`src/rope_pkg.sv`:
```
// ----------------------------------------------------------------------------
// rope_pkg: shared types, constants and float helpers
// Holds the default parameters, stage latencies, destination codes and the
// fp32 normalize and round functions used by the multiply and add pipelines.
// ----------------------------------------------------------------------------
package rope_pkg;

  localparam int DEF_HEAD_DIM        = 256;
  localparam int DEF_NUM_QUERY_HEADS = 8;

  localparam int MUL_LAT = 3;
  localparam int ADD_LAT = 4;

  localparam int PREFIX_W = 20;
  localparam int INDEX_W  = 29;

  localparam logic [31:0] F32_QNAN = 32'h7FC0_0000;
  localparam logic [15:0] BF16_QNAN = 16'h7FC0;

  typedef enum logic [1:0] {
    KIND_QUERY = 2'd0,
    KIND_KEY   = 2'd1,
    KIND_VALUE = 2'd2
  } kind_t;

  // An exact value M * 2^E awaiting rounding, or a special value.
  typedef struct packed {
    logic               sign;
    logic               is_nan;
    logic               is_inf;
    logic               is_zero;
    logic signed [11:0] bexp;
    logic [31:0]        mant;
  } fnorm_t;

  function automatic logic [5:0] lzc32(input logic [31:0] v);
    logic [5:0] n;
    n = 6'd32;
    for (int i = 0; i < 32; i++) begin
      if (v[i]) begin
        n = 6'(31 - i);
      end
    end
    return n;
  endfunction

  // Shifts the leading one to bit 31 and turns E into a biased exponent.
  function automatic fnorm_t norm32(input fnorm_t r);
    fnorm_t     n;
    logic [5:0] lz;
    lz       = lzc32(r.mant);
    n        = r;
    n.mant   = r.mant << lz;
    n.bexp   = r.bexp + 12'sd158 - $signed({6'b0, lz});
    n.is_zero = r.is_zero | (r.mant == 32'd0);
    return n;
  endfunction

  // Rounds a normalized value to fp32 with ties to even, subnormals kept.
  function automatic logic [31:0] round32(input fnorm_t n);
    logic [31:0]        res;
    logic [7:0]         field;
    logic [31:0]        mv;
    logic [63:0]        wide;
    logic               extra;
    logic signed [11:0] s;
    logic [5:0]         sh;
    logic [30:0]        base;
    logic               inc;
    res   = 32'd0;
    field = 8'd0;
    mv    = n.mant;
    extra = 1'b0;
    s     = 12'sd1 - n.bexp;
    sh    = 6'd0;
    wide  = 64'd0;
    if (n.is_nan) begin
      res = F32_QNAN;
    end else if (n.is_inf || n.bexp >= 12'sd255) begin
      res = {n.sign, 31'h7F80_0000};
    end else if (n.is_zero) begin
      res = {n.sign, 31'd0};
    end else begin
      if (n.bexp >= 12'sd1) begin
        field = n.bexp[7:0];
      end else begin
        sh    = (s > 12'sd32) ? 6'd32 : s[5:0];
        wide  = {n.mant, 32'd0} >> sh;
        mv    = wide[63:32];
        extra = |wide[31:0];
      end
      base = {field, mv[30:8]};
      inc  = mv[7] & ((|mv[6:0]) | extra | mv[8]);
      res  = {n.sign, base + {30'd0, inc}};
    end
    return res;
  endfunction

  function automatic logic [15:0] to_bf16(input logic [31:0] f);
    logic [31:0] t;
    t = f + 32'h0000_7FFF + {31'd0, f[16]};
    if (f[30:23] == 8'hFF && f[22:0] != 23'd0) begin
      return BF16_QNAN;
    end
    return t[31:16];
  endfunction

endpackage

```
`src/rope_fmul.sv`:
```
// ----------------------------------------------------------------------------
// rope_fmul: bf16 by fp32 multiplier, fp32 result
// Three stages: unpack and multiply, normalize, round to nearest even.
// ----------------------------------------------------------------------------
module rope_fmul (
  input  logic        clk,
  input  logic        rst,
  input  logic        in_valid,
  input  logic [15:0] a,
  input  logic [31:0] b,
  output logic        out_valid,
  output logic [31:0] prod
);
  import rope_pkg::*;

  logic   v1, v2;
  fnorm_t r1, r2;

  logic       nan_a, inf_a, zero_a, nan_b, inf_b, zero_b;
  logic [7:0] ea_eff, eb_eff;
  fnorm_t     r1_next;

  always_comb begin
    nan_a  = (a[14:7] == 8'hFF) && (a[6:0] != 7'd0);
    inf_a  = (a[14:7] == 8'hFF) && (a[6:0] == 7'd0);
    zero_a = (a[14:7] == 8'h00) && (a[6:0] == 7'd0);
    nan_b  = (b[30:23] == 8'hFF) && (b[22:0] != 23'd0);
    inf_b  = (b[30:23] == 8'hFF) && (b[22:0] == 23'd0);
    zero_b = (b[30:23] == 8'h00) && (b[22:0] == 23'd0);
    ea_eff = (a[14:7] == 8'h00) ? 8'd1 : a[14:7];
    eb_eff = (b[30:23] == 8'h00) ? 8'd1 : b[30:23];
    r1_next.sign    = a[15] ^ b[31];
    r1_next.is_nan  = nan_a | nan_b | (inf_a & zero_b) | (zero_a & inf_b);
    r1_next.is_inf  = inf_a | inf_b;
    r1_next.is_zero = zero_a | zero_b;
    r1_next.bexp    = $signed({4'b0, ea_eff}) + $signed({4'b0, eb_eff}) - 12'sd284;
    r1_next.mant    = {24'd0, (a[14:7] != 8'h00), a[6:0]}
                    * {8'd0, (b[30:23] != 8'h00), b[22:0]};
  end

  always_ff @(posedge clk) begin
    r1   <= r1_next;
    r2   <= norm32(r1);
    prod <= round32(r2);
    if (rst) begin
      v1        <= 1'b0;
      v2        <= 1'b0;
      out_valid <= 1'b0;
    end else begin
      v1        <= in_valid;
      v2        <= v1;
      out_valid <= v2;
    end
  end

endmodule

```
`config.mk`:
```
export PLATFORM = sky130hd
export DESIGN_NAME = rope_fmul
export DESIGN_NICKNAME = d
export VERILOG_FILES = /design/src/rope_pkg.sv /design/src/rope_fmul.sv
export SDC_FILE = /design/constraint.sdc
export NUM_CORES = 1
export LEC_CHECK = 0
export BUFFER_PORTS_ARGS = -buffer_cell sky130_fd_sc_hd__buf_2
export CELL_PAD_IN_SITES_DETAIL_PLACEMENT = 1
export CELL_PAD_IN_SITES_GLOBAL_PLACEMENT = 1
export CORE_UTILIZATION = 44
export DETAILED_ROUTE_END_ITERATION = 10
export PLACE_DENSITY_LB_ADDON = 0.1
export SYNTH_ARGS = -nofsm -noshare
export SYNTH_HDL_FRONTEND = slang
export SYNTH_SLANG_ARGS = --single-unit
```
`constraint.sdc`:
```
create_clock -name clk -period 5.7 [get_ports clk]
set_input_delay 0.57 -clock clk [delete_from_list [all_inputs] [get_ports clk]]
set_output_delay 0.57 -clock clk [all_outputs]
set_load 0.02 [all_outputs]
```
# Word-level counts from Yosys, hierarchy flattened
# Cells that the tools add are included.
[totals]
register_bits = 129
wordCells = 113
out_inout_bits = 33
input_bits = 51
[classes]
multipliers = 1
n_reduce_logical = 20
eq_ne = 2
n_lt_le_gt_ge = 3
addsub = 6
bitwise = 12
shifts = 2
mux = 49
[op_table]
columns = ["cell", "count"]
rows = [
  ["$mux W6", 33],
  ["$mux W31", 5],
  ["$shr A64 B6 Y63", 1],
  ["$mux W8", 6],
  ["$logic_not A32 Y1", 1],
  ["$mul A8 B24 Y32", 1],
  ["$reduce_or A32 Y1", 1],
  ["$shl A32 B6 Y32", 1],
  ["$add A31 B1 Y31", 1],
  ["$logic_not A23 Y1", 1],
  ["$mux W23", 1],
  ["$reduce_bool A23 Y1", 1],
  ["$eq A8 B8 Y1 const B", 2],
  ["$logic_not A8 Y1", 2],
  ["$reduce_bool A8 Y1", 2],
  ["$ge A12 B2 Y1 const B", 1],
  ["$ge A12 B9 Y1 const B", 1],
  ["$gt A12 B7 Y1 const B", 1],
  ["$sub A12 B7 Y12", 1],
  ["$sub A2 B12 Y12 const A", 1],
  ["$add A10 B9 Y11 const B", 1],
  ["$sub A9 B9 Y10 const B", 1],
  ["$add A8 B8 Y9", 1],
  ["$or A1 B1 Y1", 8],
  ["10 further kinds", 20],
]

# Logic depth before layout (Yosys ltp)
# Gate-level depths: netlist of run 1.
[logic_depth]
word_depth = 33
depth_mapped = 23

# Worst setup path before layout of run 1
# Ideal clock, no wire load.
[synth_path]
kind = "input to register"
startpoint = "input port a[7]"
endpoint = "register r1[31] in the netlist's numbering"
path_stages = 20
path_slack_ps = 209
setup_ps = 122
t_arrival_ps = 5368
path_cell_list = "nor4_1 nand2_1 clkbuf_1 nand2_1 fa_1 inv_1 fa_1 fa_1 fa_1 ha_1 nor2_1 a2111oi_0 a2111oi_0 o31ai_1 o211ai_1 and2_1 nor2b_1 o21ai_0 o21ai_0 xnor2_1"
[synth_rtl]
columns = ["item", "line_no", "source"]
rows = [
  ["start, declared", "rope_fmul.sv:9", "input logic [15:0] a,"],
  ["end signal, assigned", "rope_fmul.sv:42", "r1 <= r1_next;"],
  ["end, declared", "rope_fmul.sv:17", "fnorm_t r1, r2;"],
]

==> summary.txt, run 1 <==
outcome = finished, violations left
violated checks = DRC
fin crit period = 5.43 ns
Ports = 84
vias = 15700
clock sinks = 129
clk_lat worst skew = 0.45 ns
CTS H-tree lvls = 4
Startpoint Class = primary input
arrival time worst endpoint = 5.80 ns
CTS tree = built
Core ar. = 35800 um^2
main flop type after synthesis = dfxtp_1
Global Route Usage Sum = 0.327
CP delay by family, top = adder cells
initial antenna violation count = 0
Slew @ Worst Pin = 1.02 ns
clk_skew = 0.0202 ns
Area Growth Syn to Fin = 12.4%
clock power share = 0.095
Max FO, Critical Path = 12
Layout Nets = 2330
vias in the first global route = 16800
WHS = 0.297 ns
CTS clock-pin slew for the worst setup and hold paths = 0.07 ns
kind of critical path = primary input to flop
# Max-Cap Violations = 0
synthesized cell area = 16100 um^2
largest net degree at the start of global routing = 40
syn_nets = 2247
Routed WL = 60500 um
Slew HR = 0.312
Hold Crit Class = primary input to flop
combinational power share = 0.753
Required @ worst endpoint = 6.07 ns
Post-Syn Area per Cell = 8.12 um^2
first-pass GRT wire length = 95700 um
Distinct cells, synth = 108
Die Ht = 193 um
nature of the critical path endpoint = flop
Finish-stage setup viols = 0
net switching power = 6.90 mW
achievable frequency = 184 MHz
Net Sw Frac = 0.547
Int Pwr = 5.72 mW
commonest cells after routing, fill and taps aside = nand2_1 (212), inv_1 (193), fa_1 (134), dfxtp_1 (129), buf_4 (112)
most common library cell in the layout ignoring fill and taps = nand2_1
wire length per cell = 23.8 um
crit-path max cell delay = 0.53 ns
via density per instance = 6.17
drt pass-1 iters = 8
CTS Hold Bufs = 0
Final Max Slew Viols = 0
Sequential Power Share = 0.152
post-route clock period utilization = 0.952
Longest Clk Path Bufs = 2
number of synthesized flops with an enable pin = 0
TNS Setup = 0 ns
chip width = 193 um
Seq/Total Area, Yosys = 0.160
Buf/Inv on CP = 7
most frequent CP cell = buf_4
Cells after Synth = 1986
GRT overflow = 0
crit path cell chain = buf_2 > nor4_1 > buf_4 > nand2_1 > buf_4 > buf_4 > nand2_1 > fa_1 > inv_1 > fa_1 > fa_1 > fa_1 > ha_1 > buf_4 > and3_1 > a2111oi_2 > buf_4 > o31ai_2 > o211ai_1 > and2_1 > nor2b_1 > o21ai_0 > nor2b_1 > xnor2_1
Row Count = 69
leakage power = 8.23 nW
initial drt markers = 828
drt drc = 2
PD cells = 696 nW/um^2
Ant. Diodes = 0
Num CTS Buffers = 17
DIE AREA = 37400 um^2
IR drop worst, VDD = 283 uV
Yosys reg bits = 129
RSZ-0062 raised after global routing = false
YS warnings = 0
Crit-path slowest cell = fa_1
Port Buffers = 83
clock root buffer = clkbuf_16
Synth async-reset ratio = 0
global placer's final weighted congestion = 0.985
layout cells sized above 1 = 0.152
Antenna Nets Post-Route = 0
Post-DP HPWL = 48700 um
Initial Util = 0.450
final hold vios = 0
==> power groups by stage <==
stage          registers [mW]  clock network [mW]  logic, mW
6_report                 1.92                1.20       9.50
5_1_grt                  1.96                1.25       10.3
4_1_cts                  1.90                1.22       9.34
3_5_place_dp             1.92                   0       9.23
3_3_place_gp             1.90                   0       9.07
2_1_floorplan            1.75                   0       6.34
==> worst paths after layout <==
check	from	end	slack, ns	cells after the start
worst max register to register	r2[34]	prod[24]	0.28	16
worst min register to register	r1[47]	r2[47]	0.33	0
worst min-delay path	rst	v1	0.30	2
worst max-delay path	a[12]	r1[27]	0.27	24
==> flip-flops by register name, indices dropped and copies added (netlist names) <==
register / flops
out_valid: 1
v2: 1
r1: 46
prod: 32
r2: 48
v1: 1
==> cell usage after synthesis, drive strengths merged (17+ instances only) <==
master	instances	area, um^2
and3	20	125
mux2i	71	714
nand4	21	138
xnor2	39	342
and2	103	644
nand2	213	802
a21oi	90	454
nand3	57	285
nor3	58	305
o21ai	67	335
nor2b	17	106
clkbuf	74	279
a211oi	27	240
mux2	17	191
buf	60	330
xor2	18	158
a21o	17	128
dfxtp	129	2580
o211ai	34	265
inv	193	724
fa	134	2680
o22ai	22	144
nor4	25	216
ha	76	951
nor2	109	412
a31oi	27	169
==> per-stage QoR <==
step	area, um^2	power (mW)	util	setup slack, ns	cells
6_report	18100	12.6	0.506	0.271	2543
5_1_grt	18100	13.5	0.506	0.000564	2543
4_1_cts	18100	12.5	0.504	0.0130	2542
3_5_place_dp	17400	11.2	0.486	-0.675	2510
3_3_place_gp	17400	11.0	0.486	-0.487	2510
2_1_floorplan	16100	8.09	-	0.209	1986
==> what timing repair did <==
item,4_1_cts,5_1_grt
endpoints found under the setup margin,3,7
gates resized for setup,4,12
pin swaps,1,2
hold endpoints to repair,0,0
buffers inserted,0,1
==> cell type report <==
| class | count | area, um^2 |
|---|---|---|
| well taps | 461 | 577 |
| multi-input cells | 1528 | 12300 |
| clock inverters | 15 | 209 |
| flip-flops and latches | 129 | 2580 |
| repair buffers | 198 | 1320 |
| inverters | 195 | 732 |
| clock buffers | 17 | 425 |
| fillers | 4318 | 17700 |
==> metal layers <==
metal	vias up	wire, um	GRT usage
li1	7187	-	-
met1	7895	25200	0.386
met2	454	30100	0.587
met3	145	2360	0.0329
met4	0	2940	0.169
met5	-	0	0
==> cell families after synthesis <==
kind of cell    after synthesis  share of synthesized area
compound gates              482                      0.223
simple gates                688                      0.218
buf+inv                     329                     0.0832
fa+ha+maj                   211                      0.226
mux                          90                     0.0590
xor+xnor                     57                     0.0310
flops                       129                      0.160
Note: power is estimated with default switching activity, not from simulation.
==> inputs of run 2 (changes only) <==
--- a/config.mk
+++ b/config.mk
@@ -11,6 +11,7 @@
 export CORE_UTILIZATION = 44
 export DETAILED_ROUTE_END_ITERATION = 10
 export PLACE_DENSITY_LB_ADDON = 0.1
+export REMOVE_ABC_BUFFERS = 1
 export SYNTH_ARGS = -nofsm -noshare
 export SYNTH_HDL_FRONTEND = slang
 export SYNTH_SLANG_ARGS = --single-unit
==> run 2 against run 1 <==
Against the previous run:
- the run still ends with DRC left
- sequential power hardly changed
- count of clock-buffer cells in the layout stayed put
- register-to-register slack better by 0.02 ns
- hold slack better by 0.012 ns
- via count hardly changed
- critical path type unchanged
- largest power group unchanged
==> summary.txt, run 2 (synthesized netlist as in run 1, its figures left out) <==
outcome = finished, violations left
violated checks = DRC
leakage power = 8.19 nW
initial antenna violation count = 0
combinational power share = 0.761
achievable frequency = 185 MHz
first-pass GRT wire length = 94800 um
GRT overflow = 0
area taken by multi-input logic gates = 12300 um^2
Post-DP Area = 17400 um^2
Antenna Nets Post-Route = 0
RSZ-0062 raised after global routing = false
Sequential Power Share = 0.155
Int Pwr = 5.65 mW
kind of critical path = primary input to flop
largest net degree at the start of global routing = 40
CTS tree = built
Slew HR = 0.359
Longest Clk Path Bufs = 2
Global Route Usage Sum = 0.322
fin crit period = 5.41 ns
Layout Nets = 2334
Required @ worst endpoint = 6.02 ns
Biggest register = r2
DIE AREA = 37400 um^2
post-route clock period utilization = 0.948
Slew @ Worst Pin = 0.937 ns
initial drt markers = 801
arrival time worst endpoint = 5.73 ns
clock root buffer = clkbuf_16
Finish-stage setup viols = 0
Area Growth Syn to Fin = 12.0%
Ant. Diodes = 0
drt drc = 1
IR drop worst, VDD = 287 uV
Ports = 84
clk_lat worst skew = 0.45 ns
Setup WS post-layout = 0.294 ns
final hold vios = 0
commonest cells after routing, fill and taps aside = nand2_1 (212), inv_1 (193), fa_1 (134), dfxtp_1 (129), buf_4 (117)
Hold Crit Class = primary input to flop
CTS H-tree lvls = 4
Initial Util = 0.450
Row Count = 69
layout cells sized above 1 = 0.153
Max FO, Critical Path = 5
Startpoint Class = primary input
via density per instance = 6.15
net switching power = 6.88 mW
max reg flops = 48
Final Max Slew Viols = 0
vias = 15700
Post-DP HPWL = 48800 um
Net Sw Frac = 0.549
Core ar. = 35800 um^2
clock power share = 0.084
vias in the first global route = 16700
CTS clock-pin slew for the worst setup and hold paths = 0.06 ns
Num CTS Buffers = 17
Port Buffers = 83
PD cells = 693 nW/um^2
Die Ht = 193 um
chip width = 193 um
Finished Cell Area = 18100 um^2
Reg area = 2580 um^2
Largest regs = r2: 48 flops, r1: 46 flops, prod: 32 flops
nature of the critical path endpoint = flop
final total power = 12.5 mW
wire length per cell = 23.7 um
drt pass-1 iters = 9
clk_skew = 0.0162 ns
Setup WS pre-CTS = -0.533 ns
Routed WL = 60200 um
# Max-Cap Violations = 0
fill count = 4315
global placer's final weighted congestion = 0.986
clock sinks = 129
most common library cell in the layout ignoring fill and taps = nand2_1
[run 2: cell types whose count changed in the layout (fill, tap and decap cells not counted), sizes merged]
cell / change
clkinvlp: +3
clkinv: +3
inv: -6
bufinv: -1
buf: +4
[run 2: area by class of cell]
cell class / count / area share
clock inverter: 14 / 0.00734
timing repair buffer: 202 / 0.0738
sequential: 129 / 0.143
inverter: 195 / 0.0405
multi-input combinational: 1528 / 0.680
clock buffer: 17 / 0.0235
tap: 461 / 0.0319
[run 2: routing by layer]
metal | global-route usage | part of all wire | up-vias
met4 | 0.185 | 0.055 | 0
li1 | - | - | 7195
met1 | 0.365 | 0.40 | 7869
met5 | 0 | 0 | -
met3 | 0.0370 | 0.038 | 154
met2 | 0.586 | 0.51 | 449
[run 2: timing repair]
action	in CTS	in global routing
setup buffers	0	0
setup endpoints to repair	2	5
resized for setup	2	13
pin swaps	0	2
hold buffers	0	0
gates cloned	0	0
[run 2: path summary, 6_finish.rpt]
kind | from | endpoint | slack (ns) | depth (start not counted)
worst min-delay path | a[15] | r1[47] | 0.31 | 2
worst max register to register | r2[33] | prod[0] | 0.30 | 16
worst min register to register | r1[45] | r2[45] | 0.33 | 0
worst max-delay path | a[12] | r1[27] | 0.29 | 23
[run 2: power by group through the flow]
stage | registers [mW] | clock network [mW] | logic (mW)
floorplan | 1.84 | 0 | 6.04
global placement | 1.91 | 0 | 9.15
detailed placement | 1.93 | 0 | 9.27
CTS | 1.92 | 1.06 | 9.35
global route | 1.98 | 1.10 | 10.3
finish | 1.94 | 1.05 | 9.54
[run 2: metrics by stage]
| stage | utilization | hold slack (ns) | setup TNS, ns | instances |
|---|---|---|---|---|
| after floorplan | - | 0.310 | -3.85 | 1852 |
| after global placement | 0.487 | 0.310 | -1.26 | 2515 |
| after detailed placement | 0.487 | 0.321 | -1.93 | 2515 |
| after CTS | 0.503 | 0.304 | 0 | 2546 |
| after global routing | 0.504 | 0.323 | 0 | 2546 |
| final | 0.504 | 0.309 | 0 | 2546 |
[run 2: critical path, stage by stage]
cell	delay, ns
buf_2	0.11
nor4_2	0.27
nand2_1	0.15
buf_4	0.20
nand2_1	0.09
fa_1	0.42
fa_1	0.52
fa_1	0.55
inv_1	0.05
fa_1	0.47
ha_1	0.30
o21ai_0	0.14
a2111oi_2	0.39
buf_4	0.18
a2111oi_2	0.04
buf_4	0.15
o31ai_4	0.25
o211ai_1	0.15
and2_1	0.21
nor2b_1	0.14
o21ai_2	0.08
nor2b_1	0.15
xnor2_1	0.12
