===== src/rope_pkg.sv =====
// ----------------------------------------------------------------------------
// rope_pkg: shared types, constants and float helpers
// Holds the default parameters, stage latencies, destination codes and the
// fp32 normalize and round functions used by the multiply and add pipelines.
// ----------------------------------------------------------------------------
package rope_pkg;

  localparam int DEF_HEAD_DIM        = 256;
  localparam int DEF_NUM_QUERY_HEADS = 8;

  localparam int MUL_LAT = 3;
  localparam int ADD_LAT = 4;

  localparam int PREFIX_W = 20;
  localparam int INDEX_W  = 29;

  localparam logic [31:0] F32_QNAN = 32'h7FC0_0000;
  localparam logic [15:0] BF16_QNAN = 16'h7FC0;

  typedef enum logic [1:0] {
    KIND_QUERY = 2'd0,
    KIND_KEY   = 2'd1,
    KIND_VALUE = 2'd2
  } kind_t;

  // An exact value M * 2^E awaiting rounding, or a special value.
  typedef struct packed {
    logic               sign;
    logic               is_nan;
    logic               is_inf;
    logic               is_zero;
    logic signed [11:0] bexp;
    logic [31:0]        mant;
  } fnorm_t;

  function automatic logic [5:0] lzc32(input logic [31:0] v);
    logic [5:0] n;
    n = 6'd32;
    for (int i = 0; i < 32; i++) begin
      if (v[i]) begin
        n = 6'(31 - i);
      end
    end
    return n;
  endfunction

  // Shifts the leading one to bit 31 and turns E into a biased exponent.
  function automatic fnorm_t norm32(input fnorm_t r);
    fnorm_t     n;
    logic [5:0] lz;
    lz       = lzc32(r.mant);
    n        = r;
    n.mant   = r.mant << lz;
    n.bexp   = r.bexp + 12'sd158 - $signed({6'b0, lz});
    n.is_zero = r.is_zero | (r.mant == 32'd0);
    return n;
  endfunction

  // Rounds a normalized value to fp32 with ties to even, subnormals kept.
  function automatic logic [31:0] round32(input fnorm_t n);
    logic [31:0]        res;
    logic [7:0]         field;
    logic [31:0]        mv;
    logic [63:0]        wide;
    logic               extra;
    logic signed [11:0] s;
    logic [5:0]         sh;
    logic [30:0]        base;
    logic               inc;
    res   = 32'd0;
    field = 8'd0;
    mv    = n.mant;
    extra = 1'b0;
    s     = 12'sd1 - n.bexp;
    sh    = 6'd0;
    wide  = 64'd0;
    if (n.is_nan) begin
      res = F32_QNAN;
    end else if (n.is_inf || n.bexp >= 12'sd255) begin
      res = {n.sign, 31'h7F80_0000};
    end else if (n.is_zero) begin
      res = {n.sign, 31'd0};
    end else begin
      if (n.bexp >= 12'sd1) begin
        field = n.bexp[7:0];
      end else begin
        sh    = (s > 12'sd32) ? 6'd32 : s[5:0];
        wide  = {n.mant, 32'd0} >> sh;
        mv    = wide[63:32];
        extra = |wide[31:0];
      end
      base = {field, mv[30:8]};
      inc  = mv[7] & ((|mv[6:0]) | extra | mv[8]);
      res  = {n.sign, base + {30'd0, inc}};
    end
    return res;
  endfunction

  function automatic logic [15:0] to_bf16(input logic [31:0] f);
    logic [31:0] t;
    t = f + 32'h0000_7FFF + {31'd0, f[16]};
    if (f[30:23] == 8'hFF && f[22:0] != 23'd0) begin
      return BF16_QNAN;
    end
    return t[31:16];
  endfunction

endpackage


===== src/rope_fadd.sv =====
// ----------------------------------------------------------------------------
// rope_fadd: fp32 adder
// Four stages: align, add, normalize, round to nearest even.
// ----------------------------------------------------------------------------
module rope_fadd (
  input  logic        clk,
  input  logic        rst,
  input  logic        in_valid,
  input  logic [31:0] a,
  input  logic [31:0] b,
  output logic        out_valid,
  output logic [31:0] sum
);
  import rope_pkg::*;

  typedef struct packed {
    logic       sbig;
    logic       ssmall;
    logic       is_nan;
    logic       is_inf;
    logic       inf_sign;
    logic [7:0] ebig;
    logic [26:0] mbig;
    logic [26:0] msmall;
  } align_t;

  logic   v1, v2, v3;
  align_t s1, s1_next;
  fnorm_t s2, s2_next, s3;

  logic        nan_a, inf_a, nan_b, inf_b, swap;
  logic [31:0] big, lesser;
  logic [7:0]  ebig_eff, esmall_eff, d;
  logic [26:0] msm;
  logic [53:0] wide;
  logic [27:0] ssum;

  always_comb begin
    nan_a = (a[30:23] == 8'hFF) && (a[22:0] != 23'd0);
    inf_a = (a[30:23] == 8'hFF) && (a[22:0] == 23'd0);
    nan_b = (b[30:23] == 8'hFF) && (b[22:0] != 23'd0);
    inf_b = (b[30:23] == 8'hFF) && (b[22:0] == 23'd0);
    swap   = b[30:0] > a[30:0];
    big    = swap ? b : a;
    lesser = swap ? a : b;
    ebig_eff   = (big[30:23] == 8'h00) ? 8'd1 : big[30:23];
    esmall_eff = (lesser[30:23] == 8'h00) ? 8'd1 : lesser[30:23];
    d    = ebig_eff - esmall_eff;
    msm  = {(lesser[30:23] != 8'h00), lesser[22:0], 3'b000};
    wide = {msm, 27'd0} >> ((d > 8'd27) ? 8'd27 : d);
    s1_next.sbig     = big[31];
    s1_next.ssmall   = lesser[31];
    s1_next.is_nan   = nan_a | nan_b | (inf_a & inf_b & (a[31] != b[31]));
    s1_next.is_inf   = inf_a | inf_b;
    s1_next.inf_sign = inf_a ? a[31] : b[31];
    s1_next.ebig     = ebig_eff;
    s1_next.mbig     = {(big[30:23] != 8'h00), big[22:0], 3'b000};
    s1_next.msmall   = {wide[53:28], wide[27] | (|wide[26:0])};
  end

  always_comb begin
    if (s1.sbig ^ s1.ssmall) begin
      ssum = {1'b0, s1.mbig} - {1'b0, s1.msmall};
    end else begin
      ssum = {1'b0, s1.mbig} + {1'b0, s1.msmall};
    end
    s2_next.is_nan  = s1.is_nan;
    s2_next.is_inf  = s1.is_inf;
    s2_next.is_zero = (ssum == 28'd0);
    if (s1.is_inf) begin
      s2_next.sign = s1.inf_sign;
    end else if (ssum == 28'd0) begin
      s2_next.sign = s1.sbig & s1.ssmall;
    end else begin
      s2_next.sign = s1.sbig;
    end
    s2_next.bexp = $signed({4'b0, s1.ebig}) - 12'sd157;
    s2_next.mant = {ssum, 4'b0000};
  end

  always_ff @(posedge clk) begin
    s1  <= s1_next;
    s2  <= s2_next;
    s3  <= norm32(s2);
    sum <= round32(s3);
    if (rst) begin
      v1        <= 1'b0;
      v2        <= 1'b0;
      v3        <= 1'b0;
      out_valid <= 1'b0;
    end else begin
      v1        <= in_valid;
      v2        <= v1;
      v3        <= v2;
      out_valid <= v3;
    end
  end

endmodule


===== config.mk =====
export PLATFORM = sky130hd
export DESIGN_NAME = rope_fadd
export DESIGN_NICKNAME = d
export VERILOG_FILES = /design/src/rope_pkg.sv /design/src/rope_fadd.sv
export SDC_FILE = /design/constraint.sdc
export NUM_CORES = 1
export LEC_CHECK = 0
export BUFFER_PORTS_ARGS = -buffer_cell sky130_fd_sc_hd__buf_2
export CAP_MARGIN = 40
export CELL_PAD_IN_SITES_DETAIL_PLACEMENT = 1
export CELL_PAD_IN_SITES_GLOBAL_PLACEMENT = 1
export CORE_AREA = 2 2 193 195
export DETAILED_ROUTE_END_ITERATION = 8
export DIE_AREA = 0 0 195 197
export HOLD_SLACK_MARGIN = 0.02
export PLACE_DENSITY_LB_ADDON = 0.1
export SYNTH_ARGS = -nofsm -noshare
export SYNTH_HDL_FRONTEND = slang
export SYNTH_SLANG_ARGS = --single-unit

===== constraint.sdc =====
create_clock -name clk -period 12.2 [get_ports clk]
set_input_delay 3.66 -clock clk [delete_from_list [all_inputs] [get_ports clk]]
set_output_delay 3.66 -clock clk [all_outputs]
set_load 0.005 [all_outputs]

After elaboration in Yosys (flattened, before gate mapping). Cells that the tools add are included.

Shifts and indexed selects: 3. Add/subtract/negate cells: 8. $lt $le $gt $ge: 5. Reduce and logical (&&, ||, !) cells: 20. Equal/unequal tests: 3. Muxes and demuxes: 52. Bitwise gates (word level): 12.

Operators by type and width (number): $mux W6 (29); $mux W31 (5); $mux W32 (2); $shr A64 B6 Y63 (1); $mux W8 (7); $shr A54 B8 Y54 (1); $logic_not A23 Y1 (2); $reduce_bool A23 Y1 (2); $logic_not A32 Y1 (1); $reduce_or A32 Y1 (1); $shl A32 B6 Y32 (1); $add A31 B1 Y31 (1); $gt A31 B31 Y1 (1); $add A27 B27 Y28 (1); $logic_not A28 Y1 (1); $mux W28 (1); $sub A27 B27 Y28 (1); $reduce_or A27 Y1 (1); $mux W23 (1); $eq A8 B8 Y1 const B (2); $logic_not A8 Y1 (2); $reduce_bool A8 Y1 (2); $ge A12 B2 Y1 const B (1); $ge A12 B9 Y1 const B (1); 17 further kinds (35).

Output and inout bits: 33. Input port bits: 67. Bits in registers: 189. Logic and storage cells: 130.

Depth between registers and ports, before layout. Gate-level depths: netlist of the first run.

Depth in word-level cells: 29. Mapped depth: 34. Depth with buffers taken out: 28.

Worst setup path before layout of the first run. OpenSTA, ideal clock, no wires.

Kind: input -> register. Start point: input a[29]. End point: register s1[0] (netlist name). Path slack: 1.660 ns. Data arrival time: 10.399 ns. Setup time: 0.141 ns. Data required time: 12.059 ns. Buffers on the path: 6. Cell stages on the path: 34. Cells stage by stage: inv_1 ha_1 nand4_1 nor4_1 a22oi_1 a21oi_1 and2_1 clkbuf_1 buf_1 clkbuf_1 nand2_1 o21ai_0 nor2_1 and4b_1 nor2b_1 ha_1 inv_1 fa_1 nand3_1 a2111o_1 o2111ai_1 nor4b_2 nand2_1 clkbuf_1 buf_2 buf_2 nand2_1 nand3_1 a31o_2 o22ai_1 nor2_1 or4_1 nor4_1 o221ai_1.

RTL lines: start: declaration (RTL line rope_fadd.sv:9) `input logic [31:0] a,`; end signal: assignment (RTL line rope_fadd.sv:82) `s1 <= s1_next;`; end: declaration (RTL line rope_fadd.sv:28) `align_t s1, s1_next;`.

==> flow_summary.json, run 1 <==
{
  "status": "complete, no violations",
  "ys_ff_latch": 185,
  "cap_violations": 0,
  "rsz_0062_raised_after_global_routing": "no",
  "detailroute.wirelength.met2_mm": 34.2,
  "h-tree-depth": 4,
  "finalWorstSetupSlack_ps": 1070,
  "final_design_area_no_fill_um2": 18400,
  "timing.clock.skew_ps": 15.1,
  "routabilityCongestion": 1.00,
  "synth_seq_area_share_pct": 22.0,
  "synth-edff-count": 0,
  "num_rows": 70,
  "netlist_instances": 2268,
  "min_delay_path_depth": 0,
  "largest_net_degree_at_the_start_of_global_routing": 51,
  "timing.reg2reg.worst_path_depth": 19,
  "floorplan.die_area_um2": 38400,
  "synthArstFlopShare_pct": 0,
  "crit_path_max_incr_delay_ps": 910,
  "power_w": 0.00523,
  "synth_area_per_cell_um2": 7.42,
  "area_of_the_mapped_netlist_um2": 16800,
  "cts_repair_resizes": 0,
  "worstSetupStartpointType": "primary input",
  "timing.hold.worst.class": "register to register",
  "tightest_slew_ps": 1110,
  "final_layout_size_suffix_gt1_share_pct": 12.0,
  "die_width_um": 195,
  "wl_met1_mm": 29.0,
  "crit_path_end_kind": "register",
  "synth.distinct_cells": 107,
  "wirelength_mm": 71.9,
  "cell_depth_of_the_worst_setup_path": 30,
  "antenna_violations_before_repair": 0,
  "placedInstanceArea_um2": 17800,
  "clock_path_buffers": 2,
  "tritoncts": "yes",
  "critPathKind": "primary input to register",
  "cpMaxStageDelayCell": "sky130_fd_sc_hd__or4b_2",
  "dominantRegCellSynth": "sky130_fd_sc_hd__dfxtp_1",
  "drt_iter0_markers": 1586,
  "first_pass_iters": 8,
  "timing.final.crit_period_ps": 11130,
  "detailroute.via_count": 18700,
  "syn2layout_area_growth_pct": 9.52,
  "static-leakage-power_nw": 7.72,
  "setup-violations-final": 0,
  "routed_via_density": 6.67,
  "starting_utilization_of_the_core_area_pct": 46.4,
  "drcViolationCount": 0,
  "cts_hold_buf": 0,
  "yosysWarningCount": 0,
  "clk_root_buffer_cell": "sky130_fd_sc_hd__clkbuf_16",
  "design.portCount": 100,
  "detailed_place_hpwl_mm": 56.4,
  "post_cts.repair.setup_buffers": 0,
  "die_h_um": 197,
  "mappedNetlistNets": 2436,
  "layout_worst_path_cycle_share_pct": 91.3,
  "clkLatencyLatePin_ps": 460,
  "critical_path.n_buffers_inverters": 5,
  "power_density_nw_per_um2": 284,
  "gr_usage_total_pct": 37.1,
  "cts_buffers": 17,
  "route.detailed.wl_per_inst_um": 25.7,
  "maxSlewHeadroom_pct": 24.2,
  "clock.fmax_mhz": 89.8,
  "port_buffers": 99,
  "route.antenna.remaining_nets": 0,
  "preCtsSetupSlack_ps": 814,
  "worst-endpoint-arrival_ps": 11460,
  "clk_pin_slew_worst_paths_ps": 80,
  "number_of_global_route_vias_before_repair": 19000,
  "core_region_area_um2": 36300,
  "worstPathMaxFanout": 41,
  "slew_viol_final": 0,
  "setup_tns_ps": 0,
  "vdd_ir_drop_max_mv": 0.139,
  "critPathTopFamily": "simple AND/OR/NAND/NOR gates",
  "cts.sinks": 185,
  "critical-path-top-cell-by-count": "sky130_fd_sc_hd__mux2i_1",
  "met3_wirelength_mm": 3.90,
  "final_util_pct": 50.8,
  "globalRouteOverflowTotal": 0,
  "timing.final.hold_violations": 0,
  "grt_first_pass_wirelength_mm": 111,
  "final_nets": 2486,
  "dr.max_layer_used": "met4",
  "crit_required_ps": 12530
}
where the power goes:
group	internal (W)	switching [W]
registers	0.000809	0.000301
clock network	0.000312	0.000274
logic	0.00123	0.00230
layout by cell type (no fill, tap or decap), types with 24 or more instances in the layout:
cell type / synthesis / final
sky130_fd_sc_hd__nor2_1: 224 / 224
sky130_fd_sc_hd__nand2_1: 219 / 219
sky130_fd_sc_hd__dfxtp_1: 185 / 184
sky130_fd_sc_hd__a21oi_1: 160 / 160
sky130_fd_sc_hd__o21ai_0: 145 / 145
sky130_fd_sc_hd__inv_1: 119 / 119
sky130_fd_sc_hd__mux2i_1: 101 / 101
sky130_fd_sc_hd__buf_2: 14 / 101
sky130_fd_sc_hd__ha_1: 98 / 98
sky130_fd_sc_hd__nand3_1: 75 / 75
sky130_fd_sc_hd__nor3_1: 73 / 73
sky130_fd_sc_hd__buf_4: 1 / 48
sky130_fd_sc_hd__nor4_1: 43 / 43
sky130_fd_sc_hd__a211oi_1: 34 / 34
sky130_fd_sc_hd__xnor2_1: 33 / 32
sky130_fd_sc_hd__o22ai_1: 32 / 32
sky130_fd_sc_hd__xor2_1: 31 / 31
sky130_fd_sc_hd__nand4_1: 30 / 30
sky130_fd_sc_hd__mux2_2: 30 / 30
sky130_fd_sc_hd__a22oi_1: 25 / 25
sky130_fd_sc_hd__a31oi_1: 26 / 25
sky130_fd_sc_hd__nand2b_1: 24 / 24
sky130_fd_sc_hd__a21o_1: 24 / 24
kinds of logic (layout without fill, tap and decap cells):
logic type      Yosys count  after routing  synth area share, %
other cells               0              1                    0
flops                   185            185                 22.0
mux                     133            133                 8.28
simple gates            844            844                 24.7
compound gates          699            699                 28.3
buf+inv                 242            305                 5.75
xor+xnor                 64             64                 3.33
fa+ha+maj               101            101                 7.64
worst paths after layout:
kind,slack (ps),end,start
worst min register to register,320,s3[46]$_DFF_P_,s2[46]$_DFF_P_
worst max register to register,5110,sum[24]$_SDFF_PP1_,s3[33]$_DFF_P_
worst max-delay path,1070,s1[0]$_DFF_P_,a[26]
worst min-delay path,320,s3[46]$_DFF_P_,s2[46]$_DFF_P_
per-stage QoR:
stage	hold slack, ps	std cells
finish	316	2800
global route	335	2799
CTS	322	2799
detailed placement	316	2767
global placement	313	2760
floorplan	310	2268
state kept, by name (all words and copies together), names as in the netlist:
signal,cells
out_valid,1
s1,64
s2,41
s3,44
sum,32
v1,1
v2,1
v3,1
cell type report:
class | count | area, um2
Multi-Input combinational cell | 1841 | 12200
Tap cell | 468 | 586
Inverter | 121 | 454
Fill cell | 4635 | 17800
Sequential cell | 185 | 3700
Antenna cell | 1 | 2.50
Clock buffer | 18 | 429
Timing Repair Buffer | 152 | 885
Clock inverter | 14 | 184
per-layer routing:
layer / track usage (%) / vias up
li1: - / 8525
met1: 43.4 / 9102
met2: 63.9 / 796
met3: 5.44 / 251
met4: 23.2 / 0
met5: 0 / -
synth_stat cells, types with 10 or more instances:
master / number / area [um2]
sky130_fd_sc_hd__nor3_1: 73 / 365
sky130_fd_sc_hd__o211ai_1: 13 / 97.6
sky130_fd_sc_hd__and3_1: 19 / 119
sky130_fd_sc_hd__or4_1: 13 / 97.6
sky130_fd_sc_hd__nand4_1: 30 / 188
sky130_fd_sc_hd__a211o_1: 17 / 149
sky130_fd_sc_hd__a31oi_1: 26 / 163
sky130_fd_sc_hd__o31ai_1: 22 / 165
sky130_fd_sc_hd__inv_1: 119 / 447
sky130_fd_sc_hd__a32o_1: 10 / 100
sky130_fd_sc_hd__a22o_1: 11 / 96.3
sky130_fd_sc_hd__nand2b_1: 24 / 150
sky130_fd_sc_hd__a22oi_1: 25 / 188
sky130_fd_sc_hd__nand3_1: 75 / 375
sky130_fd_sc_hd__a2111oi_0: 14 / 123
sky130_fd_sc_hd__clkbuf_1: 88 / 330
sky130_fd_sc_hd__nor2_1: 224 / 841
sky130_fd_sc_hd__mux2i_1: 101 / 1010
sky130_fd_sc_hd__o21a_1: 12 / 90.1
sky130_fd_sc_hd__o21bai_1: 10 / 75.1
sky130_fd_sc_hd__a211oi_1: 34 / 255
sky130_fd_sc_hd__or3_1: 20 / 125
sky130_fd_sc_hd__dfxtp_1: 185 / 3700
sky130_fd_sc_hd__buf_2: 14 / 70.1
sky130_fd_sc_hd__o221ai_1: 11 / 96.3
sky130_fd_sc_hd__o22ai_1: 32 / 200
sky130_fd_sc_hd__o2111ai_1: 10 / 87.6
sky130_fd_sc_hd__nor4_1: 43 / 269
sky130_fd_sc_hd__mux2_2: 30 / 338
sky130_fd_sc_hd__xor2_1: 31 / 272
sky130_fd_sc_hd__and2_1: 22 / 138
sky130_fd_sc_hd__ha_1: 98 / 1230
sky130_fd_sc_hd__nand2_1: 219 / 822
sky130_fd_sc_hd__a32oi_1: 10 / 87.6
sky130_fd_sc_hd__o21ai_0: 145 / 726
sky130_fd_sc_hd__nor2b_1: 20 / 125
sky130_fd_sc_hd__a221oi_1: 20 / 175
sky130_fd_sc_hd__a21o_1: 24 / 180
sky130_fd_sc_hd__or2_2: 12 / 75.1
sky130_fd_sc_hd__a21oi_1: 160 / 801
sky130_fd_sc_hd__xnor2_1: 33 / 289
sky130_fd_sc_hd__buf_1: 13 / 48.8
Note: power is estimated with default switching activity, not from simulation.
==> run 2: changes to the inputs <==
Settings changed: CELL_PAD_IN_SITES_DETAIL_PLACEMENT 1 to 0.
==> run 2 against run 1 <==
Core utilization fell by 0.055 points. Non-clock buffer count is 1 higher. Hold slack better by 7.4 ps. Count of clock-buffer cells in the layout is 2 higher. Via count fell by 2.2%. Global-route usage decreased by 2.9 points. Register-to-register slack better by 210 ps. Clock skew up 7.2 ps.
==> flow_summary.json, run 2 (synthesized netlist as in run 1, its figures left out) <==
{
  "critPathKind": "primary input to register",
  "crit_path_max_incr_delay_ps": 900,
  "top_register": "s1",
  "status": "complete, no violations",
  "maxSlewHeadroom_pct": 30.6,
  "first_pass_iters": 9,
  "crit_path_end_kind": "register",
  "drcViolationCount": 0,
  "critPathTopFamily": "simple AND/OR/NAND/NOR gates",
  "critical_path.n_buffers_inverters": 5,
  "cts_hold_buf": 0,
  "layout.cells.most_common_list": "224 x sky130_fd_sc_hd__nor2_1, 219 x sky130_fd_sc_hd__nand2_1, 184 x sky130_fd_sc_hd__dfxtp_1, 160 x sky130_fd_sc_hd__a21oi_1, 145 x sky130_fd_sc_hd__o21ai_0",
  "num-fill-cells": 3700,
  "post_cts.repair.setup_buffers": 0,
  "clk_root_buffer_cell": "sky130_fd_sc_hd__clkbuf_16",
  "min_to": "s3[46]$_DFF_P_",
  "route.detailed.wl_per_inst_um": 23.7,
  "floorplan.die_area_um2": 38400,
  "cts_repair_resizes": 0,
  "dpl.cell_count": 2767,
  "vdd_ir_drop_max_mv": 0.101,
  "timing.clock.skew_ps": 22.3,
  "reg_top3": "s1 (64), s3 (44), s2 (41)",
  "timing.final.crit_period_ps": 11030,
  "timing.reg2reg.worst_path_depth": 18,
  "number_of_flip_flops_under_the_largest_register_name": 64,
  "route.antenna.remaining_nets": 0,
  "routabilityCongestion": 1.00,
  "detailed_place_hpwl_mm": 52.4,
  "setup_tns_ps": 0,
  "worstReg2RegStart": "s3[33]$_DFF_P_",
  "wirelength_mm": 66.3,
  "grt_first_pass_wirelength_mm": 102,
  "cts.sinks": 185,
  "critical-path-top-cell-by-count": "sky130_fd_sc_hd__mux2i_1",
  "clk_pin_slew_worst_paths_ps": 80,
  "largest_net_degree_at_the_start_of_global_routing": 51,
  "port_buffers": 99,
  "cts_buffers": 17,
  "syn2layout_area_growth_pct": 9.40,
  "num_rows": 70,
  "worstPathMaxFanout": 41,
  "regArea_um2": 3700,
  "timing.final.hold_violations": 0,
  "starting_utilization_of_the_core_area_pct": 46.4,
  "number_of_global_route_vias_before_repair": 17500,
  "design.portCount": 100,
  "min_delay_path_depth": 0,
  "num_antenna_cells": 0,
  "hold_path_startpoint": "s2[46]$_DFF_P_",
  "timing.hold.worst.class": "register to register",
  "setup-violations-final": 0,
  "slew_viol_final": 0,
  "drt_iter0_markers": 1774,
  "static-leakage-power_nw": 7.69,
  "rsz_0062_raised_after_global_routing": "no",
  "final_layout_size_suffix_gt1_share_pct": 12.0,
  "worst-endpoint-arrival_ps": 11340,
  "crit_required_ps": 12510,
  "power_density_nw_per_um2": 277,
  "worstSetupStartpointType": "primary input",
  "tightest_slew_ps": 1040,
  "clkLatencyLatePin_ps": 450,
  "cap_violations": 0,
  "die_width_um": 195,
  "h-tree-depth": 4,
  "final_nets": 2487,
  "cpMaxStageDelayCell": "sky130_fd_sc_hd__or4b_2",
  "detailroute.via_count": 18300,
  "routed_via_density": 6.52,
  "leading_cell_type_in_the_layout_fill_and_taps_excluded": "sky130_fd_sc_hd__nor2_1",
  "clock_path_buffers": 2,
  "antenna_violations_before_repair": 1,
  "finalWorstSetupSlack_ps": 1170,
  "clock.fmax_mhz": 90.7,
  "reg2reg_to": "sum[24]$_SDFF_PP1_",
  "gr_usage_total_pct": 34.2,
  "layout_worst_path_cycle_share_pct": 90.4,
  "instances_no_fill": 2800,
  "globalRouteOverflowTotal": 0,
  "die_h_um": 197,
  "timing.reg2reg.setup_slack_ps": 5320,
  "area_of_combinational_cells_with_multiple_inputs_um2": 12200,
  "tritoncts": "yes",
  "preCtsSetupSlack_ps": 935,
  "core_region_area_um2": 36300
}
-- run 2: cell count changes in the layout (fill, tap and decap cells not counted), sizes merged --
cell / change
bufinv: -1
clkinvlp: +4
clkbuf: +2
clkinv: -5
dlymetal6s2s: +1
diode: -1
-- run 2: routing by layer --
metal	vias up	part of all wire (%)	GRT usage, %
met4	2	6.8	21.8
met1	8558	40	41.4
met3	235	6.7	4.50
met2	919	46	57.4
met5	-	0.015	0
li1	8542	-	-
-- run 2: layout make-up --
type                    count  share of cell area (%)
multi-input cells        1841                    66.2
flip-flops and latches    185                    20.1
repair buffers            153                    4.87
well taps                 468                    3.18
inverters                 121                    2.47
clock buffers              20                    2.43
clock inverters            12                   0.740
-- run 2: worst register-to-register path, stage by stage, from the launching register on --
cell and delay [ps]:
sky130_fd_sc_hd__dfxtp_2 310, sky130_fd_sc_hd__buf_4 450, sky130_fd_sc_hd__clkinv_1 450, sky130_fd_sc_hd__ha_1 420, sky130_fd_sc_hd__nor4b_2 240, sky130_fd_sc_hd__xor2_1 190, sky130_fd_sc_hd__a31oi_2 650, sky130_fd_sc_hd__nor2_1 190
sky130_fd_sc_hd__o21ai_4 300, sky130_fd_sc_hd__nand2_1 490, sky130_fd_sc_hd__a311o_1 550, sky130_fd_sc_hd__o311a_1 380, sky130_fd_sc_hd__a22oi_4 270, sky130_fd_sc_hd__ha_1 320, sky130_fd_sc_hd__nand2_1 60, sky130_fd_sc_hd__or4_1 440
sky130_fd_sc_hd__nor2_1 640, sky130_fd_sc_hd__a21oi_1 140, sky130_fd_sc_hd__nand3b_1 270
-- run 2: per-stage QoR --
stage	total power [W]	util [%]	hold slack (ps)	area, um2
after global placement	0.00443	49.0	313	17800
after floorplan	0.00338	-	310	16800
final	0.00509	50.8	323	18400
after CTS	0.00500	50.8	324	18400
after global routing	0.00542	50.8	335	18400
after detailed placement	0.00444	49.2	314	17800
-- run 2: report_power, final --
part,switching (W),total (W),internal (W)
Clock,0.000255,0.000549,0.000294
Sequential,0.000295,0.00110,0.000809
Combinational,0.00221,0.00344,0.00123
Total,0.00276,0.00509,0.00233
-- run 2: worst max path at each step --
stage | start | end | cells past startpoint
finish | a[26] | s1[0]$_DFF_P_ | 30
global route | a[28] | s1[0]$_DFF_P_ | 30
CTS | a[8] | s1[0]$_DFF_P_ | 29
detailed placement | a[8] | s1[0]$_DFF_P_ | 29
global placement | a[8] | s1[0]$_DFF_P_ | 29
floorplan | a[29] | s1[0]$_DFF_P_ | 34
